--- config.mk ---
export PLATFORM = sky130hd
export DESIGN_NAME = stepper_rate_slew_limiter_flat
export DESIGN_NICKNAME = d
export VERILOG_FILES = /design/src/hw/rtl/srsl_pkg.sv /design/src/hw/rtl/srsl_in_if.sv /design/src/hw/rtl/srsl_out_if.sv /design/src/hw/rtl/srsl_cfg_if.sv /design/src/hw/rtl/srsl_lane.sv /design/src/hw/rtl/srsl_merge.sv /design/src/hw/rtl/stepper_rate_slew_limiter.sv /design/src/flat_wrapper.sv
export SDC_FILE = /design/constraint.sdc
export NUM_CORES = 1
export LEC_CHECK = 0
export BUFFER_PORTS_ARGS = -buffer_cell sky130_fd_sc_hd__buf_2
export CAP_MARGIN = 10
export CORE_MARGIN = 1.5
export CORE_UTILIZATION = 52
export DETAILED_ROUTE_END_ITERATION = 10
export HOLD_SLACK_MARGIN = 0.15
export PLACE_DENSITY = 0.81
export SYNTH_ARGS = -nofsm -noshare
export SYNTH_HDL_FRONTEND = slang
export SYNTH_SLANG_ARGS = --single-unit
--- constraint.sdc ---
create_clock -name clk -period 10.3 [get_ports clk]
set_input_delay 3.09 -clock clk [delete_from_list [all_inputs] [get_ports clk]]
set_output_delay 3.09 -clock clk [all_outputs]
set_load 0.01 [all_outputs]
--- src/hw/rtl/srsl_pkg.sv ---
`timescale 1ns / 1ps
// ----------------------------------------------------------------------------
// srsl_pkg
// Shared types and constants for the stepper rate / slew limiter.
// ----------------------------------------------------------------------------
package srsl_pkg;

  localparam int CMD_W      = 16;
  localparam int CODE_W     = 3;
  localparam int RATE_W     = 24;
  localparam int ACCEL_W    = 15;
  localparam int CFG_IDX_W  = 3;
  localparam int CFG_DATA_W = 24;

  localparam logic [CODE_W-1:0]  MICRO_MAX_CODE = 3'd5;
  localparam logic [RATE_W-1:0]  RATE_RESET     = 24'd1000000;
  localparam logic [ACCEL_W-1:0] ACCEL_RESET    = 15'd164;

  typedef enum logic [CFG_IDX_W-1:0] {
    REG_INVERT_LEFT  = 3'd0,
    REG_INVERT_RIGHT = 3'd1,
    REG_SWAP_SIDES   = 3'd2,
    REG_MOTORS_EN    = 3'd3,
    REG_MAX_RATE     = 3'd4,
    REG_MAX_ACCEL    = 3'd5
  } cfg_reg_t;

  // Control from top / merge into one lane.
  typedef struct packed {
    logic start;
    logic clr;
    logic bad;
    logic skip;
    logic take;
  } lane_ctl_t;

  // Status from one lane.
  typedef struct packed {
    logic idle;
    logic done;
    logic neg;
  } lane_sts_t;

endpackage

--- src/hw/rtl/srsl_in_if.sv ---
`timescale 1ns / 1ps
// ----------------------------------------------------------------------------
// srsl_in_if
// Command word channel: two speed commands, microstep code, slew bypass.
// ----------------------------------------------------------------------------
interface srsl_in_if;
  logic                                valid;
  logic                                ready;
  logic signed [srsl_pkg::CMD_W-1:0]   left_cmd;
  logic signed [srsl_pkg::CMD_W-1:0]   right_cmd;
  logic        [srsl_pkg::CODE_W-1:0]  microstep_log2;
  logic                                skip_slew;

  modport source (output valid, left_cmd, right_cmd, microstep_log2, skip_slew,
                  input ready);
  modport sink   (input valid, left_cmd, right_cmd, microstep_log2, skip_slew,
                  output ready);
endinterface

--- src/hw/rtl/srsl_out_if.sv ---
`timescale 1ns / 1ps
// ----------------------------------------------------------------------------
// srsl_out_if
// Result word channel: drive enable, directions and step periods.
// ----------------------------------------------------------------------------
interface srsl_out_if #(
  parameter int PERIOD_WIDTH = 32
);
  logic                               valid;
  logic                               ready;
  logic                               drive_on;
  logic [srsl_pkg::CODE_W-1:0]        microstep_out;
  logic                               dir_left;
  logic                               dir_right;
  logic [PERIOD_WIDTH-1:0]            period_left;
  logic [PERIOD_WIDTH-1:0]            period_right;
  logic                               bad_microstep;

  modport source (output valid, drive_on, microstep_out, dir_left, dir_right,
                  period_left, period_right, bad_microstep, input ready);
  modport sink   (input valid, drive_on, microstep_out, dir_left, dir_right,
                  period_left, period_right, bad_microstep, output ready);
endinterface

--- src/hw/rtl/srsl_cfg_if.sv ---
`timescale 1ns / 1ps
// ----------------------------------------------------------------------------
// srsl_cfg_if
// Register write channel: register index and write data.
// ----------------------------------------------------------------------------
interface srsl_cfg_if;
  logic                                valid;
  logic                                ready;
  logic [srsl_pkg::CFG_IDX_W-1:0]      index;
  logic [srsl_pkg::CFG_DATA_W-1:0]     data;

  modport source (output valid, index, data, input ready);
  modport sink   (input valid, index, data, output ready);
endinterface

--- src/hw/rtl/srsl_lane.sv ---
`timescale 1ns / 1ps
// ----------------------------------------------------------------------------
// srsl_lane
// One side: held speed with slew limit, then bit-serial period divider.
// ----------------------------------------------------------------------------
module srsl_lane #(
  parameter int SPEED_FRAC_BITS = 14,
  parameter int PERIOD_WIDTH    = 32,
  localparam int HELD_W = (SPEED_FRAC_BITS >= 15) ? 17 : SPEED_FRAC_BITS + 2,
  localparam int NUM_W  = srsl_pkg::RATE_W + SPEED_FRAC_BITS
) (
  input  logic                               clk,
  input  logic                               rst_n,
  input  srsl_pkg::lane_ctl_t                ctl,
  input  logic signed [HELD_W-1:0]           target,
  input  logic [srsl_pkg::ACCEL_W-1:0]       max_accel,
  input  logic [NUM_W-1:0]                   numer,
  output srsl_pkg::lane_sts_t                sts,
  output logic [PERIOD_WIDTH-1:0]            period
);
  import srsl_pkg::*;

  localparam int MAG_W = HELD_W - 1;
  localparam int SW    = ((HELD_W > ACCEL_W + 1) ? HELD_W : ACCEL_W + 1) + 1;
  localparam int CNT_W = $clog2(NUM_W);
  localparam int QX_W  = (NUM_W > PERIOD_WIDTH) ? NUM_W : PERIOD_WIDTH;
  localparam int CAP   = (SPEED_FRAC_BITS >= 15) ? 32768 : (1 << SPEED_FRAC_BITS);
  localparam logic signed [HELD_W-1:0] HELD_MAX = HELD_W'(CAP);
  localparam logic signed [HELD_W-1:0] HELD_MIN = -HELD_MAX;

  typedef enum logic [4:0] {
    ST_IDLE = 5'b00001,
    ST_SLEW = 5'b00010,
    ST_LOAD = 5'b00100,
    ST_DIV  = 5'b01000,
    ST_DONE = 5'b10000
  } lane_state_t;

  lane_state_t               state_r, state_nxt;
  logic signed [HELD_W-1:0]  held_r, held_nxt;
  logic signed [HELD_W-1:0]  tgt_r;
  logic                      skip_r;
  logic                      bad_r;
  logic [MAG_W-1:0]          mag_r;
  logic                      zero_r;
  logic [NUM_W-1:0]          quo_r;
  logic [MAG_W-1:0]          rem_r;
  logic [CNT_W-1:0]          cnt_r;

  logic signed [SW-1:0]      held_x, acc_x, hi, lo, tgt_x;
  logic signed [HELD_W-1:0]  slewed;
  logic signed [HELD_W-1:0]  held_abs;
  logic [MAG_W:0]            rem_sh, diff;
  logic                      ge;
  logic [QX_W-1:0]           q_ext, pmax_ext;

  // slew limit: move toward target by at most max_accel
  always_comb begin
    held_x = SW'(held_r);
    tgt_x  = SW'(tgt_r);
    acc_x  = SW'($signed({1'b0, max_accel}));
    hi     = held_x + acc_x;
    lo     = held_x - acc_x;
    if (tgt_x > hi) begin
      slewed = hi[HELD_W-1:0];
    end else if (tgt_x < lo) begin
      slewed = lo[HELD_W-1:0];
    end else begin
      slewed = tgt_r;
    end
  end

  assign held_abs = held_r[HELD_W-1] ? -held_r : held_r;

  // restoring divide step
  assign rem_sh = {rem_r, quo_r[NUM_W-1]};
  assign ge     = (rem_sh >= {1'b0, mag_r});
  assign diff   = rem_sh - {1'b0, mag_r};

  always_comb begin
    held_nxt = held_r;
    if (ctl.clr) begin
      held_nxt = '0;
    end else if ((state_r == ST_SLEW) && !bad_r) begin
      held_nxt = skip_r ? tgt_r : slewed;
    end
  end

  always_comb begin
    state_nxt = state_r;
    unique case (state_r)
      ST_IDLE: if (ctl.start) state_nxt = ST_SLEW;
      ST_SLEW: state_nxt = bad_r ? ST_DONE : ST_LOAD;
      ST_LOAD: state_nxt = ST_DIV;
      ST_DIV:  if (cnt_r == '0) state_nxt = ST_DONE;
      ST_DONE: if (ctl.take) state_nxt = ST_IDLE;
      default: state_nxt = ST_IDLE;
    endcase
  end

  always_ff @(posedge clk) begin
    if (!rst_n) begin
      state_r <= ST_IDLE;
      held_r  <= '0;
    end else begin
      state_r <= state_nxt;
      held_r  <= held_nxt;
    end
  end

  always_ff @(posedge clk) begin
    unique case (state_r)
      ST_IDLE: begin
        if (ctl.start) begin
          tgt_r  <= target;
          skip_r <= ctl.skip;
          bad_r  <= ctl.bad;
          zero_r <= 1'b1;
        end
      end
      ST_LOAD: begin
        mag_r  <= held_abs[MAG_W-1:0];
        zero_r <= (held_r == '0);
        quo_r  <= numer;
        rem_r  <= '0;
        cnt_r  <= CNT_W'(NUM_W - 1);
      end
      ST_DIV: begin
        quo_r <= {quo_r[NUM_W-2:0], ge};
        rem_r <= ge ? diff[MAG_W-1:0] : rem_sh[MAG_W-1:0];
        cnt_r <= cnt_r - 1'b1;
      end
      default: ;
    endcase
  end

  assign q_ext    = QX_W'(quo_r);
  assign pmax_ext = QX_W'({PERIOD_WIDTH{1'b1}});

  always_comb begin
    if (zero_r) begin
      period = '0;
    end else if (q_ext > pmax_ext) begin
      period = '1;
    end else begin
      period = q_ext[PERIOD_WIDTH-1:0];
    end
  end

  assign sts.idle = (state_r == ST_IDLE);
  assign sts.done = (state_r == ST_DONE);
  assign sts.neg  = held_r[HELD_W-1];

`ifndef SYNTHESIS
  a_div_runs: assert property (@(posedge clk) disable iff (!rst_n)
    (state_r == ST_DIV && cnt_r != '0) |=> (state_r == ST_DIV))
    else $error("divider left its loop early");

  a_bad_holds: assert property (@(posedge clk) disable iff (!rst_n)
    (state_r == ST_SLEW && bad_r && !ctl.clr) |=> $stable(held_r))
    else $error("rejected word changed held speed");

  a_held_range: assert property (@(posedge clk) disable iff (!rst_n)
    (held_r <= HELD_MAX) && (held_r >= HELD_MIN))
    else $error("held speed beyond full scale");
`endif

endmodule

--- src/hw/rtl/srsl_merge.sv ---
`timescale 1ns / 1ps
// ----------------------------------------------------------------------------
// srsl_merge
// Joins both lane results into one output word register.
// ----------------------------------------------------------------------------
module srsl_merge #(
  parameter int PERIOD_WIDTH = 32
) (
  input  logic                          clk,
  input  logic                          rst_n,
  input  srsl_pkg::lane_sts_t           sts_l,
  input  srsl_pkg::lane_sts_t           sts_r,
  input  logic [PERIOD_WIDTH-1:0]       period_l,
  input  logic [PERIOD_WIDTH-1:0]       period_r,
  input  logic [srsl_pkg::CODE_W-1:0]   code,
  input  logic                          bad,
  input  logic                          drive_on,
  output logic                          take,
  srsl_out_if.source                    out_word
);
  import srsl_pkg::*;

  logic                     out_valid_r;
  logic                     drive_r;
  logic [CODE_W-1:0]        code_r;
  logic                     dir_l_r, dir_r_r;
  logic [PERIOD_WIDTH-1:0]  per_l_r, per_r_r;
  logic                     bad_r;

  assign take = sts_l.done & sts_r.done & (~out_valid_r | out_word.ready);

  always_ff @(posedge clk) begin
    if (!rst_n) begin
      out_valid_r <= 1'b0;
    end else if (take) begin
      out_valid_r <= 1'b1;
    end else if (out_word.ready) begin
      out_valid_r <= 1'b0;
    end
  end

  // bad code: every field but the flag reads zero
  always_ff @(posedge clk) begin
    if (take) begin
      bad_r   <= bad;
      drive_r <= bad ? 1'b0 : drive_on;
      code_r  <= bad ? '0 : code;
      dir_l_r <= bad ? 1'b0 : sts_l.neg;
      dir_r_r <= bad ? 1'b0 : sts_r.neg;
      per_l_r <= bad ? '0 : period_l;
      per_r_r <= bad ? '0 : period_r;
    end
  end

  assign out_word.valid         = out_valid_r;
  assign out_word.drive_on      = drive_r;
  assign out_word.microstep_out = code_r;
  assign out_word.dir_left      = dir_l_r;
  assign out_word.dir_right     = dir_r_r;
  assign out_word.period_left   = per_l_r;
  assign out_word.period_right  = per_r_r;
  assign out_word.bad_microstep = bad_r;

`ifndef SYNTHESIS
  a_bad_zero: assert property (@(posedge clk) disable iff (!rst_n)
    (out_valid_r && bad_r) |-> (per_l_r == '0 && per_r_r == '0 && !drive_r))
    else $error("rejected word carries nonzero fields");
`endif

endmodule

--- src/hw/rtl/stepper_rate_slew_limiter.sv ---
`timescale 1ns / 1ps
// ----------------------------------------------------------------------------
// stepper_rate_slew_limiter
// Speed commands to step periods, with clip, invert, swap and slew limit.
// ----------------------------------------------------------------------------
// Each lane takes a word through slew, load and divide states; the merge stage then
//   registers both lane results into the output word.
// Words are taken one at a time, paced by the one-bit-per-cycle restoring divider
//   in each lane (24+SPEED_FRAC_BITS quotient bits).
// The next word is taken in the cycle its predecessor's result appears.
// Reset: synchronous, active low; held speeds zero, registers to their defaults.
// ----------------------------------------------------------------------------
module stepper_rate_slew_limiter #(
  parameter int SPEED_FRAC_BITS = 14,
  parameter int PERIOD_WIDTH    = 32
) (
  input  logic        clk,
  input  logic        rst_n,
  srsl_in_if.sink     in_word,
  srsl_out_if.source  out_word,
  srsl_cfg_if.sink    cfg_wr
);
  import srsl_pkg::*;

  // held speed width: full scale plus sign, or 17 bits once full scale
  // exceeds what a 16-bit command can reach (negated -32768)
  localparam int HELD_W = (SPEED_FRAC_BITS >= 15) ? 17 : SPEED_FRAC_BITS + 2;
  localparam int NUM_W  = RATE_W + SPEED_FRAC_BITS;
  // clip math wide enough for both the sign-extended command and full scale
  localparam int XW     = (SPEED_FRAC_BITS + 2 > CMD_W + 1) ? SPEED_FRAC_BITS + 2
                                                            : CMD_W + 1;
  localparam logic signed [XW-1:0] FULL_X     = XW'(1) << SPEED_FRAC_BITS;
  localparam logic signed [XW-1:0] NEG_FULL_X = -FULL_X;

  // configuration registers
  logic               inv_l_r, inv_r_r, swap_r, motors_en_r;
  logic [RATE_W-1:0]  max_rate_r;
  logic [ACCEL_W-1:0] max_accel_r;

  // per-word context kept for the merge stage
  logic [CODE_W-1:0]  code_r;
  logic               bad_r;

  logic               cfg_acc, in_acc, in_bad, clr;
  logic signed [XW-1:0] cl_l, cl_r, sd_l, sd_r;
  logic signed [HELD_W-1:0] tgt_l, tgt_r;
  logic [NUM_W-1:0]   numer;

  lane_ctl_t          ctl_l, ctl_r;
  lane_sts_t          sts_l, sts_r;
  logic [PERIOD_WIDTH-1:0] per_l, per_r;
  logic               take;

  // config port: always ready; the host must write only while no word is in flight (not enforced here)
  assign cfg_wr.ready = 1'b1;
  assign cfg_acc      = cfg_wr.valid & cfg_wr.ready;
  assign clr = cfg_acc && (cfg_wr.index == REG_MOTORS_EN) && !cfg_wr.data[0];

  always_ff @(posedge clk) begin
    if (!rst_n) begin
      inv_l_r     <= 1'b0;
      inv_r_r     <= 1'b0;
      swap_r      <= 1'b0;
      motors_en_r <= 1'b0;
      max_rate_r  <= RATE_RESET;
      max_accel_r <= ACCEL_RESET;
    end else if (cfg_acc) begin
      unique case (cfg_wr.index)
        REG_INVERT_LEFT:  inv_l_r     <= cfg_wr.data[0];
        REG_INVERT_RIGHT: inv_r_r     <= cfg_wr.data[0];
        REG_SWAP_SIDES:   swap_r      <= cfg_wr.data[0];
        REG_MOTORS_EN:    motors_en_r <= cfg_wr.data[0];
        REG_MAX_RATE:     max_rate_r  <= cfg_wr.data[RATE_W-1:0];
        REG_MAX_ACCEL:    max_accel_r <= cfg_wr.data[ACCEL_W-1:0];
        default: ;  // unknown index ignored
      endcase
    end
  end

  // one word in flight: take a new one once both lanes are back in idle
  assign in_word.ready = sts_l.idle & sts_r.idle;
  assign in_acc        = in_word.valid & in_word.ready;
  assign in_bad        = (in_word.microstep_log2 > MICRO_MAX_CODE);

  // clip to +/- full scale, invert, then optional swap
  always_comb begin
    cl_l = XW'(in_word.left_cmd);
    cl_r = XW'(in_word.right_cmd);
    if (cl_l > FULL_X) begin
      cl_l = FULL_X;
    end else if (cl_l < NEG_FULL_X) begin
      cl_l = NEG_FULL_X;
    end
    if (cl_r > FULL_X) begin
      cl_r = FULL_X;
    end else if (cl_r < NEG_FULL_X) begin
      cl_r = NEG_FULL_X;
    end
    if (inv_l_r) cl_l = -cl_l;
    if (inv_r_r) cl_r = -cl_r;
    sd_l = swap_r ? cl_r : cl_l;
    sd_r = swap_r ? cl_l : cl_r;
  end

  assign tgt_l = sd_l[HELD_W-1:0];
  assign tgt_r = sd_r[HELD_W-1:0];

  always_ff @(posedge clk) begin
    if (in_acc) begin
      code_r <= in_word.microstep_log2;
      bad_r  <= in_bad;
    end
  end

  // shared numerator: (max_rate >> code) << frac bits
  assign numer = NUM_W'(max_rate_r >> code_r) << SPEED_FRAC_BITS;

  always_comb begin
    ctl_l.start = in_acc;
    ctl_l.clr   = clr;
    ctl_l.bad   = in_bad;
    ctl_l.skip  = in_word.skip_slew;
    ctl_l.take  = take;
    ctl_r       = ctl_l;
  end

  srsl_lane #(
    .SPEED_FRAC_BITS (SPEED_FRAC_BITS),
    .PERIOD_WIDTH    (PERIOD_WIDTH)
  ) u_lane_l (
    .clk       (clk),
    .rst_n     (rst_n),
    .ctl       (ctl_l),
    .target    (tgt_l),
    .max_accel (max_accel_r),
    .numer     (numer),
    .sts       (sts_l),
    .period    (per_l)
  );

  srsl_lane #(
    .SPEED_FRAC_BITS (SPEED_FRAC_BITS),
    .PERIOD_WIDTH    (PERIOD_WIDTH)
  ) u_lane_r (
    .clk       (clk),
    .rst_n     (rst_n),
    .ctl       (ctl_r),
    .target    (tgt_r),
    .max_accel (max_accel_r),
    .numer     (numer),
    .sts       (sts_r),
    .period    (per_r)
  );

  srsl_merge #(
    .PERIOD_WIDTH (PERIOD_WIDTH)
  ) u_merge (
    .clk      (clk),
    .rst_n    (rst_n),
    .sts_l    (sts_l),
    .sts_r    (sts_r),
    .period_l (per_l),
    .period_r (per_r),
    .code     (code_r),
    .bad      (bad_r),
    .drive_on (motors_en_r),
    .take     (take),
    .out_word (out_word)
  );

endmodule
--- src/flat_wrapper.sv ---
// flat-port wrapper written by rule: the top's interface ports become plain ports
module stepper_rate_slew_limiter_flat import srsl_pkg::*;
#(
  parameter int SPEED_FRAC_BITS = 14,
  parameter int PERIOD_WIDTH    = 32
)
  (clk, rst_n, in_word_valid, in_word_left_cmd, in_word_right_cmd, in_word_microstep_log2, in_word_skip_slew, in_word_ready, out_word_valid, out_word_drive_on, out_word_microstep_out, out_word_dir_left, out_word_dir_right, out_word_period_left, out_word_period_right, out_word_bad_microstep, out_word_ready, cfg_wr_valid, cfg_wr_index, cfg_wr_data, cfg_wr_ready);
  srsl_in_if in_word_i ();
  srsl_out_if #(.PERIOD_WIDTH(PERIOD_WIDTH)) out_word_i ();
  srsl_cfg_if cfg_wr_i ();
  input  logic clk;
  input  logic rst_n;
  input wire logic [$bits(in_word_i.valid)-1:0] in_word_valid;
  input wire logic [$bits(in_word_i.left_cmd)-1:0] in_word_left_cmd;
  input wire logic [$bits(in_word_i.right_cmd)-1:0] in_word_right_cmd;
  input wire logic [$bits(in_word_i.microstep_log2)-1:0] in_word_microstep_log2;
  input wire logic [$bits(in_word_i.skip_slew)-1:0] in_word_skip_slew;
  output wire logic [$bits(in_word_i.ready)-1:0] in_word_ready;
  output wire logic [$bits(out_word_i.valid)-1:0] out_word_valid;
  output wire logic [$bits(out_word_i.drive_on)-1:0] out_word_drive_on;
  output wire logic [$bits(out_word_i.microstep_out)-1:0] out_word_microstep_out;
  output wire logic [$bits(out_word_i.dir_left)-1:0] out_word_dir_left;
  output wire logic [$bits(out_word_i.dir_right)-1:0] out_word_dir_right;
  output wire logic [$bits(out_word_i.period_left)-1:0] out_word_period_left;
  output wire logic [$bits(out_word_i.period_right)-1:0] out_word_period_right;
  output wire logic [$bits(out_word_i.bad_microstep)-1:0] out_word_bad_microstep;
  input wire logic [$bits(out_word_i.ready)-1:0] out_word_ready;
  input wire logic [$bits(cfg_wr_i.valid)-1:0] cfg_wr_valid;
  input wire logic [$bits(cfg_wr_i.index)-1:0] cfg_wr_index;
  input wire logic [$bits(cfg_wr_i.data)-1:0] cfg_wr_data;
  output wire logic [$bits(cfg_wr_i.ready)-1:0] cfg_wr_ready;
  assign in_word_i.valid = in_word_valid;
  assign in_word_i.left_cmd = in_word_left_cmd;
  assign in_word_i.right_cmd = in_word_right_cmd;
  assign in_word_i.microstep_log2 = in_word_microstep_log2;
  assign in_word_i.skip_slew = in_word_skip_slew;
  assign in_word_ready = in_word_i.ready;
  assign out_word_valid = out_word_i.valid;
  assign out_word_drive_on = out_word_i.drive_on;
  assign out_word_microstep_out = out_word_i.microstep_out;
  assign out_word_dir_left = out_word_i.dir_left;
  assign out_word_dir_right = out_word_i.dir_right;
  assign out_word_period_left = out_word_i.period_left;
  assign out_word_period_right = out_word_i.period_right;
  assign out_word_bad_microstep = out_word_i.bad_microstep;
  assign out_word_i.ready = out_word_ready;
  assign cfg_wr_i.valid = cfg_wr_valid;
  assign cfg_wr_i.index = cfg_wr_index;
  assign cfg_wr_i.data = cfg_wr_data;
  assign cfg_wr_ready = cfg_wr_i.ready;
  stepper_rate_slew_limiter #(.SPEED_FRAC_BITS(SPEED_FRAC_BITS), .PERIOD_WIDTH(PERIOD_WIDTH)) u_core (.clk(clk), .rst_n(rst_n), .in_word(in_word_i), .out_word(out_word_i), .cfg_wr(cfg_wr_i));
endmodule
## Word level (Yosys, flattened, before mapping)

Index checks and enable logic that the tools add are counted.

- Flip-flop bits (word level): 347
- Input bits: 68
- Output and inout port bits: 74
- Word-level logic and storage cells: 161

- Add/sub/neg operators: 12
- $lt $le $gt $ge: 13
- Equality and inequality tests: 21
- Shift operators: 1
- Multiplexer cells: 39
- Bitwise gates (word level): 7
- Reductions and logical operators: 32

Operators by type and width:

| operator | count |
|---|---|
| two-way mux 16 bit | 14 |
| one-hot mux 38 bit (2 select lines) | 2 |
| greater-than comparator 38 x 32 -> 1 bit, second input constant | 2 |
| two-way mux 32 bit | 2 |
| two-way mux 15 bit | 4 |
| one-hot mux 15 bit (2 select lines) | 2 |
| one-hot mux 5 bit (5 select lines) | 2 |
| adder 16 x 16 -> 17 bit | 2 |
| greater-than comparator 16 x 17 -> 1 bit | 2 |
| < comparator 16 x 17 -> 1 bit | 2 |
| subtractor 16 x 16 -> 17 bit | 2 |
| greater-or-equal comparator 16 x 15 -> 1 bit | 2 |
| greater-than comparator 16 bit, second input constant | 2 |
| logical NOT 16 bit | 2 |
| < comparator 16 x 15 -> 1 bit, second input constant | 2 |
| negator 16 bit | 2 |
| two-way mux 5 bit | 6 |
| negator 15 bit | 2 |
| subtractor 15 bit | 2 |
| one-hot mux 6 bit (2 select lines) | 2 |
| right shift 24 x 3 -> 24 bit | 1 |
| AND reduction 2 bit | 10 |
| logical NOT 6 bit | 2 |
| subtractor 6 x 1 -> 6 bit, second input constant | 2 |
| other kinds (22) | 52 |

## Logic depth before layout (Yosys ltp)

Gate-level depths: netlist (run 1).

- Word-level depth: 6
- Mapped depth: 22
- Mapped depth without buffers: 20

## By module

Synthesis (run 1) repeated with hierarchy kept, for this count alone.

- Cells, all modules: 2626
- Area total of the unflattened synthesis: 23501.3 µm²

Modules (own cells, without submodules):

| module | times used | cells each | area each (µm²) | sequential area each (µm²) |
|---|---|---|---|---|
| srsl_lane (u_core.u_lane_r) | 1 | 963 | 8418.1 | 3213.1 |
| srsl_lane (u_core.u_lane_l) | 1 | 959 | 8394.3 | 3213.1 |
| stepper_rate_slew_limiter | 1 | 551 | 4040.1 | 980.9 |
| srsl_merge | 1 | 153 | 2648.8 | 2152.1 |

## Worst setup path after synthesis (run 1)

Ideal clock, no wire load.

- Path type: input -> register
- From: in out_word_ready
- To: reg u_core.u_lane_r.state_r[4]
- Setup time: 0.058 ns
- Arrival: 7.359 ns
- Required time: 10.242 ns
- Setup slack: 2.883 ns
- Stages: 5
- Buffers on the path: 0
- Path through: nand2b_1 nor2b_1 o22ai_1 nor4b_1 o21a_1

- Longest elaborated chain between the ends: 4

RTL lines:

| item | line | RTL |
|---|---|---|
| start: declaration | flat_wrapper.sv:27 | `input wire logic [$bits(out_word_i.ready)-1:0] out_word_ready;` |
| bitwise OR 1 bit | srsl_merge.sv:30 | `assign take = sts_l.done & sts_r.done & (~out_valid_r \| out_word.ready);` |
| AND 1 bit | srsl_merge.sv:30 |  |
| net u_core.take | stepper_rate_slew_limiter.sv:52 | `logic take;` |
| inequality test 2 x 1 -> 1 bit (no line) | - |  |
| AND reduction 3 bit (no line) | - |  |
| end signal: assignment | srsl_lane.sv:106 | `state_r <= state_nxt;` |
| end: declaration | srsl_lane.sv:39 | `lane_state_t state_r, state_nxt;` |

The timed path passes the listed nets, and every way through them passes these cells.
A chain may end at the register's enable or synchronous reset.

## Worst setup path in the final report (run 1)

- From: in in_word_right_cmd[2]
- To: reg u_core.u_lane_l.tgt_r[14], data pin

- Longest elaborated chain between the ends: 6
- Elaborated cells between the ends (all ways): 7
- Those cells by class: add/sub: 1; order compare: 2; mux: 4

RTL lines:

| item | line | RTL |
|---|---|---|
| start: declaration | flat_wrapper.sv:15 | `input wire logic [$bits(in_word_i.right_cmd)-1:0] in_word_right_cmd;` |
| < comparator 16 x 15 -> 1 bit | stepper_rate_slew_limiter.sv:96 | `end else if (cl_r < NEG_FULL_X) begin` |
| two-way mux 16 bit | stepper_rate_slew_limiter.sv:96 |  |
| two-way mux 16 bit * | stepper_rate_slew_limiter.sv:94 | `if (cl_r > FULL_X) begin` |
| negator 16 bit | stepper_rate_slew_limiter.sv:100 | `if (inv_r_r) cl_r = -cl_r;` |
| two-way mux 16 bit * | stepper_rate_slew_limiter.sv:100 |  |
| two-way mux 16 bit * | stepper_rate_slew_limiter.sv:101 | `sd_l = swap_r ? cl_r : cl_l;` |
| net u_core.sd_l[14] | stepper_rate_slew_limiter.sv:45 | `logic signed [XW-1:0] cl_l, cl_r, sd_l, sd_r;` |
| end signal: assignment | srsl_lane.sv:115 | `tgt_r <= target;` |
| end: declaration | srsl_lane.sv:41 | `logic signed [HELD_W-1:0] tgt_r;` |

Mark *: on every way through the listed nets, which the timed path passes. The rest lies on a longest branch.

==> results of run 1 <==
[area by class of cell]
class,count,area [um^2],share of cell area
multi-input cells,1731,11500,0.477
inverters,107,402,0.0166
well taps,539,674,0.0278
clock buffers,50,1060,0.0437
repair buffers,154,810,0.0334
diodes,1,2.50,0.000103
flip-flops and latches,347,9560,0.395
clock inverters,17,171,0.00708
[flip-flops by register name (all words and copies together), names as in the netlist, 16 cells and up]
name                                  flops
u_core.u_merge.out_word.period_right     32
u_core.u_lane_l.q_ext                    38
u_core.u_lane_l.held_r                   16
u_core.u_merge.out_word.period_left      32
u_core.max_rate_r                        24
u_core.u_lane_l.tgt_r                    16
u_core.u_lane_r.held_r                   16
u_core.u_lane_r.q_ext                    38
u_core.u_lane_r.tgt_r                    16
[worst max-delay path: stages]
cell and delay [ps]:
buf_2 120, nor4_1 540, nand3_1 200, o41ai_1 400, and2_1 630, nand2_1 160
ha_1 320, a21boi_1 180, nor2_1 300, a2111oi_0 120, a221o_1 340, mux2i_1 140
[power breakdown]
part	internal, mW	total [mW]	switching (mW)
combinational	0.325	0.877	0.552
sequential	1.60	1.71	0.107
clock	0.783	1.35	0.572
total	2.71	3.94	1.23
[metal layers]
metal | global-route usage | vias up | part of all wire
met4 | 0.124 | 4 | 0.045
met1 | 0.338 | 8428 | 0.43
met5 | 0 | - | 0.00044
met3 | 0.0383 | 162 | 0.069
met2 | 0.421 | 730 | 0.46
li1 | - | 8472 | -
[per-stage QoR]
stage	utilization	hold WS, ps	power [mW]
5_1_grt	0.580	486	4.11
2_1_floorplan	-	432	2.31
3_5_place_dp	0.550	452	2.59
3_3_place_gp	0.550	451	2.56
4_1_cts	0.580	462	3.94
6_report	0.580	467	3.94
[final timing paths]
check,cells after the start,slack (ps),to
hold / removal,2,470,u_core.motors_en_r
setup / recovery,12,4150,u_core.u_lane_l.tgt_r[14]
setup reg to reg,19,4360,u_core.u_lane_r.held_r[6]
hold reg to reg,2,470,u_core.motors_en_r
[synth_stat cells (all sizes together), types with 13 or more instances]
cell type  number
xor2           30
ha            163
a21o           28
clkbuf         95
a221oi         13
a21oi         169
edfxtp        261
nand2         236
o211ai         18
xnor2          85
nor3           30
inv           103
nor2b          24
a21boi         33
o21ai          99
nor2          258
mux2i          67
a211oi         15
o22ai          13
buf            17
and2           38
dfxtp          86
nand2b         42
nand4          14
o31ai          27
nand3          44
o21a           83
or3            16
[kinds of logic after synthesis]
family	after synthesis	share of synthesized area
other cells	1	0.000171
fa+ha+maj	169	0.0986
compound gates	600	0.182
mux	75	0.0357
xor+xnor	115	0.0460
simple gates	771	0.163
flops	347	0.436
buf+inv	219	0.0379
==> reports/results.txt, run 1 <==
Outcome: complete, no violations
Most frequent cells in the layout: edfxtp_1 (261), nor2_1 (256), nand2_1 (234), a21oi_1 (169), ha_1 (163)
Dpl ws: 3620 ps
CP endpoint kind: flop
Hold Path Class: reg2reg
Vias in the first global route: 17200
Layout cell share with drive strength beyond 1: 0.0998
Ys Warns: 0
DRC Markers: 0
PostCTS Resize Cnt: 0
Mapped cell area: 21900 um^2
Final Hold Vio Count: 0
Die width: 208 um
Design area: 24200 um^2
Syn Inst Count: 2297
Post-DP HPWL: 42.0 mm
Pins Over Slew Limit: 0
RSZ-0062 raised after global routing: no
Number of H-tree levels: 2
Placed cell areas: 23000 um^2
Vias per cell: 6.04
Post-synth EDFFs: 261
Ys async rst share: 0
Chip Height: 208 um
Worst Tran Pin Value: 1110 ps
Vias: 17800
CTS Hold Buffers Added: 0
# placed instances: 2877
VDD IR max: 89.9 uV
Critical Path RT: 10680 ps
Net Count, Synth: 2534
GP Congestion: 0.963
Site Rows: 75
NumNets Final: 2615
Area growth, synth to finish: 10.5%
Clock Latency Late Sink: 540 ps
Worst-path fanout max: 20
Clock sink total: 347
Commonest non-fill, non-tap cell in the layout: edfxtp_1
Most frequently used flop master after synthesis: edfxtp_1
Max_cap viols: 0
Number of synthesized register bits: 347
Die ar.: 43400 um^2
Critical Path AT: 6530 ps
Largest net degree at the start of global routing: 75
CP startpoint kind: input pin
Num CTS Buffers: 37
Synth unique cells: 86
# port buffers: 140
Clk root buf: clkbuf_16
Final setup margin: 4150 ps
IO Count: 142
Synth area leader: edfxtp_1
Fin crit period: 6150 ps
CTS max path bufs: 3
Non-Filler Instances: 2946
Synth area leaders: edfxtp_1 (36%), ha_1 (9.3%), dfxtp_1 (7.9%)
Critical path type: in2reg
Tcrit/Tclk final: 0.597
Final Skew: 13.3 ps
Power density over the cells: 163 nW/um^2
Total GRT Usage: 0.258
Final setup viols: 0
First-pass GRT wire length: 89.8 mm
Achievable frequency: 163 MHz
Reg clk slew, reported paths: 60 ps
Part of the Yosys area used for sequential elements: 0.436
Antenna violations before repair: 3
Drt first pass iters: 6
Sum of negative setup slack: 0 ps
Drt initial violations: 1411
Worst rel slew slack: 0.257
GR Overflow Total: 0
R2R Path Start: u_core.max_accel_r[1]
Drt total wl: 56.7 mm
Core area: 41800 um^2
Mean Syn Cell Area: 9.54 um^2
Critical Path Source: in_word_right_cmd[2]
Filler cells: 3465
Drt wl/cell: 19.2 um
Leak: 10.0 nW
Starting Density: 0.525
Post-CTS setup buffer count: 0
TritonCTS clock tree: built
Hold Startpoint: u_core.motors_en_r
Synth top area share: 0.358
Post-route ant nets: 0
(Power assumes the default switching activity.)
==> run 2: changes to the inputs <==
==> constraint.sdc (replaced) <==
create_clock -name clk -period 6.15 [get_ports clk]
set_input_delay 1.845 -clock clk [delete_from_list [all_inputs] [get_ports clk]]
set_output_delay 1.845 -clock clk [all_outputs]
set_load 0.01 [all_outputs]
==> run 2 against run 1 <==
Against the previous run: total power increased by 63%; core utilization about the same; die area did not move; clock skew up 4.9 ps; largest cell class unchanged; register-to-register slack got worse by 3700 ps; setup slack got worse by 3400 ps; wire length up 2.2%; via count decreased by 0.43%; global-route usage is 0.31 points higher; critical path type is now reg2reg; combinational power is 68% higher; critical path depth grew 8; flip-flop and latch count is the same.
==> reports/results.txt, run 2 (synthesis gave the netlist of run 1 again) <==
Clock Latency Late Sink: 530 ps
Worst-path fanout max: 11
Vias per cell: 6.00
CTS Hold Buffers Added: 0
Worst R2R Path Depth: 20
GR Overflow Total: 0
Critical path's top delay family: compound AO/OA/AOI/OAI gates
Reg clk slew, reported paths: 60 ps
Cell mode on critical path: ha_1
IO Count: 142
CP max stage delay: 500 ps
Clk root buf: clkbuf_16
Area growth, synth to finish: 10.5%
First-pass GRT wire length: 90.4 mm
Clock sink total: 347
Critical Path RT: 6560 ps
Die ar.: 43400 um^2
Post-CTS setup buffer count: 0
Worst Tran Pin Value: 1180 ps
Antenna Cells: 0
# port buffers: 140
CP startpoint kind: flop
WP buf/inv: 3
Number of H-tree levels: 2
GP Congestion: 0.955
PostCTS Resize Cnt: 0
Power density over the cells: 266 nW/um^2
Post-DP HPWL: 44.1 mm
CP max stage cell: a2111oi_0
Worst rel slew slack: 0.213
Worst hold slack: 482 ps
Total GRT Usage: 0.261
Antenna violations before repair: 0
Outcome: complete, no violations
Drt initial violations: 1601
Final Skew: 18.3 ps
Layout cell share with drive strength beyond 1: 0.104
Achievable frequency: 184 MHz
CTS max path bufs: 3
Critical Path Source: u_core.max_accel_r[5]
Vias: 17700
DRC Markers: 0
Slack of the worst reg-to-reg path: 700 ps
Met1 wire length: 24.6 mm
Sum of negative setup slack: 0 ps
Fin crit period: 5450 ps
Dpl ws: 798 ps
Drt total wl: 57.9 mm
Starting Density: 0.525
Vias in the first global route: 16700
Tcrit/Tclk final: 0.886
Die width: 208 um
Post-route ant nets: 0
Site Rows: 75
Largest net degree at the start of global routing: 62
CP endpoint: u_core.u_lane_l.held_r[15]
Filler cells: 3521
VDD IR max: 177 uV
Most frequent cells in the layout: edfxtp_1 (261), nor2_1 (256), nand2_1 (234), a21oi_1 (169), ha_1 (163)
WP depth: 20
Critical path type: reg2reg
Core area: 41800 um^2
Final Hold Vio Count: 0
Crit Reg-Reg Endpoint: u_core.u_lane_l.held_r[15]
Leak: 10.0 nW
Metal3 WL: 4.19 mm
Chip Height: 208 um
Final setup margin: 702 ps
Pins Over Slew Limit: 0
Drt wl/cell: 19.6 um
Worst-path cell chain: inv_1 -> ha_1 -> or3b_1 -> and2_1 -> nand4b_1 -> o221ai_1 -> o31a_1 -> o31ai_1 -> xnor2_1 -> ha_1 -> a21o_1 -> a2111oi_0 -> o211ai_1 -> o311ai_4 -> buf_4 -> inv_2 -> o21a_1 -> o21ai_1 -> a221oi_1 -> a311o_1
NumNets Final: 2626
Top sig layer: met4
Commonest non-fill, non-tap cell in the layout: edfxtp_1
R2R Path Start: u_core.max_accel_r[5]
Final setup viols: 0
Critical Path AT: 5860 ps
CP endpoint kind: flop
Max_cap viols: 0
TritonCTS clock tree: built
Hold Path Class: reg2reg
Num CTS Buffers: 36
Drt first pass iters: 6
RSZ-0062 raised after global routing: no
Met2 WL: 27.2 mm
==> run 2: cell count changes in the layout (fill, tap and decap cells not counted), sizes merged <==
| cell | change |
|---|---|
| clkbuf | -4 |
| inv | -4 |
| clkinvlp | +1 |
| diode | -1 |
| clkinv | +6 |
| bufinv | -1 |
| buf | +12 |
==> run 2: metal layers <==
layer | vias to the layer above | GRT usage
li1 | 8483 | -
met1 | 8474 | 0.345
met2 | 650 | 0.433
met3 | 113 | 0.0426
met4 | 0 | 0.0936
met5 | - | 0
==> run 2: report_power, final <==
part / switching [mW] / internal [mW]
logic: 0.918 / 0.555
clock network: 0.911 / 1.20
registers: 0.178 / 2.68
total: 2.01 / 4.43
==> run 2: area by class of cell <==
cell class,instances,area [um^2],area share
Tap cell,539,674,0.0278
Multi-Input combinational cell,1731,11500,0.477
Timing Repair Buffer,166,903,0.0373
Inverter,107,402,0.0166
Clock buffer,46,1000,0.0413
Clock inverter,19,135,0.00558
Sequential cell,347,9560,0.395
==> run 2: worst min-delay path by stage <==
| stage | depth (start not counted) | from | slack (ps) | endpoint |
|---|---|---|---|---|
| floorplan | 2 | u_core.motors_en_r | 430 | u_core.motors_en_r |
| global placement | 2 | u_core.max_rate_r[1] | 460 | u_core.max_rate_r[1] |
| detailed placement | 2 | u_core.max_rate_r[1] | 470 | u_core.max_rate_r[1] |
| CTS | 2 | u_core.max_rate_r[1] | 480 | u_core.max_rate_r[1] |
| global route | 2 | u_core.max_rate_r[1] | 490 | u_core.max_rate_r[1] |
| finish | 2 | u_core.max_rate_r[1] | 480 | u_core.max_rate_r[1] |
==> run 2: through the flow <==
stage,area (um^2),instances,total power [mW],utilization
2_1_floorplan,21900,2297,3.88,-
3_3_place_gp,23100,2889,4.32,0.552
3_5_place_dp,23100,2889,4.35,0.552
4_1_cts,24200,2954,6.45,0.580
5_1_grt,24200,2955,6.73,0.580
6_report,24200,2955,6.44,0.580
==> run 2: worst reg2reg max path, delay by kind of cell (launching register included) <==
| kind | cells | cell delay [ps] |
|---|---|---|
| DFF | 1 | 360 |
| buffers and inverters | 3 | 380 |
| xor gates and xnor gates | 1 | 210 |
| and+or+nand+nor | 3 | 720 |
| AOI/OAI and AO/OA | 11 | 2970 |
| adders and majority gates | 2 | 710 |
==> run 3: changes to the inputs <==
--- a/config.mk
+++ b/config.mk
@@ -12,6 +12,7 @@
 export DETAILED_ROUTE_END_ITERATION = 10
 export HOLD_SLACK_MARGIN = 0.15
 export PLACE_DENSITY = 0.81
+export RECOVER_POWER = 100
 export SYNTH_ARGS = -nofsm -noshare
 export SYNTH_HDL_FRONTEND = slang
 export SYNTH_SLANG_ARGS = --single-unit
==> run 3 against run 2 <==
Against the previous run: the run now ends with max-capacitance violations, max-slew violations left; clock-buffer cell count is the same; sequential share of layout area grew 0.26 points; register-to-register slack lost 110 ps; clock skew grew 2.3 ps; via count up 0.15%; sequential power is essentially flat; combinational power barely moved; fmax shrank 2.0%; final cell count unchanged; critical endpoint unchanged; largest power group unchanged.
==> reports/results.txt, run 3 (synthesis gave the netlist of run 1 again) <==
Power Total: 6.44 mW
Sum of negative setup slack: 0 ps
IO Count: 142
Clk root buf: clkbuf_16
Failing checks: max-capacitance violations, max-slew violations
Commonest non-fill, non-tap cell in the layout: edfxtp_1
Power density over the cells: 268 nW/um^2
Drt first pass iters: 6
Post-DP HPWL: 44.1 mm
Vias per cell: 6.01
Core area: 41800 um^2
Drt total wl: 58.1 mm
TritonCTS clock tree: built
DRC Markers: 0
Drt wl/cell: 19.7 um
Area growth, synth to finish: 9.81%
Num CTS Buffers: 36
Hold Path Class: reg2reg
Critical Path AT: 5970 ps
Tcrit/Tclk final: 0.904
Worst Tran Pin Value: 2650 ps
Dpl ws: 798 ps
Die ar.: 43400 um^2
Final Hold Vio Count: 0
Clock Latency Late Sink: 530 ps
Antenna Cells: 0
Antenna violations before repair: 0
Die width: 208 um
First-pass GRT wire length: 90.4 mm
NumNets Final: 2626
Vias in the first global route: 16700
Critical Path RT: 6560 ps
CTS max path bufs: 3
Worst hold slack: 485 ps
Pins Over Slew Limit: 268
Final setup viols: 0
CTS Hold Buffers Added: 0
Leak: 9.75 nW
Fin crit period: 5560 ps
GR Overflow Total: 0
PostCTS Resize Cnt: 0
VDD IR max: 177 uV
Max_cap viols: 6
Clock sink total: 347
Chip Height: 208 um
Starting Density: 0.525
Reg clk slew, reported paths: 60 ps
Final Skew: 20.6 ps
Worst rel slew slack: -0.766
CP startpoint kind: flop
Final setup margin: 590 ps
# placed instances: 2889
Critical path type: reg2reg
GR Layer Usage met2: 0.433
Number of H-tree levels: 2
# port buffers: 140
Drt initial violations: 1513
Non-Filler Instances: 2955
Most frequent cells in the layout: edfxtp_1 (261), nor2_1 (256), nand2_1 (235), a21oi_1 (169), ha_1 (163)
Layout cell share with drive strength beyond 1: 0.0662
Achievable frequency: 180 MHz
Worst-path fanout max: 11
Post-route ant nets: 0
RSZ-0062 raised after global routing: no
Met3 Usage GRT: 0.0426
Site Rows: 75
Outcome: finished with violations
Largest net degree at the start of global routing: 62
Routing usage on met1: 0.345
CP endpoint kind: flop
GP Congestion: 0.955
Post-CTS setup buffer count: 0
Vias: 17700
Most used routing layer: met2
Total GRT Usage: 0.261
==> run 3: layer usage <==
metal | wire (um) | up-vias
met2 | 27400 | 672
li1 | - | 8484
met3 | 4050 | 107
met5 | 0 | -
met4 | 1930 | 0
met1 | 24700 | 8483
==> run 3: final timing paths <==
path | cells after the start | start | endpoint | slack, ps
setup / recovery | 20 | u_core.max_accel_r[5] | u_core.u_lane_l.held_r[15] | 590
hold / removal | 2 | u_core.max_rate_r[1] | u_core.max_rate_r[1] | 490
setup reg to reg | 20 | u_core.max_accel_r[5] | u_core.u_lane_l.held_r[15] | 590
hold reg to reg | 2 | u_core.max_rate_r[1] | u_core.max_rate_r[1] | 490
==> run 3: layout make-up <==
cell class                 instances  area [um^2]
fill                            3588        17700
multi-input combinational       1731        11500
sequential                       347         9560
clock buffer                      46         1000
timing repair buffer             166          767
tap                              539          674
inverter                         107          402
clock inverter                    19          135
==> run 3: power by group <==
group	internal, mW	switching [mW]	leakage (nW)
Sequential	2.68	0.178	3.17
Clock	1.20	0.914	0.558
Combinational	0.548	0.919	6.02
Total	4.43	2.01	9.75
==> run 3: per-stage QoR <==
step	instance area [um^2]	util
2_1_floorplan	21900	-
3_3_place_gp	23100	0.552
3_5_place_dp	23100	0.552
4_1_cts	24200	0.580
5_1_grt	24100	0.576
6_report	24100	0.576
==> run 3: critical path, cell delays in order, from the launching register on <==
cell	delay (ps)
dfxtp_1	360
inv_1	90
ha_1	420
or3b_1	440
and2_0	190
nand4b_1	110
o221ai_1	200
o31a_1	320
o31ai_1	320
xnor2_1	210
ha_1	290
a21o_1	160
a2111oi_0	500
o211ai_1	220
o311ai_4	240
buf_4	200
inv_1	110
o21a_1	330
o21ai_0	300
a221oi_1	80
a311o_1	350
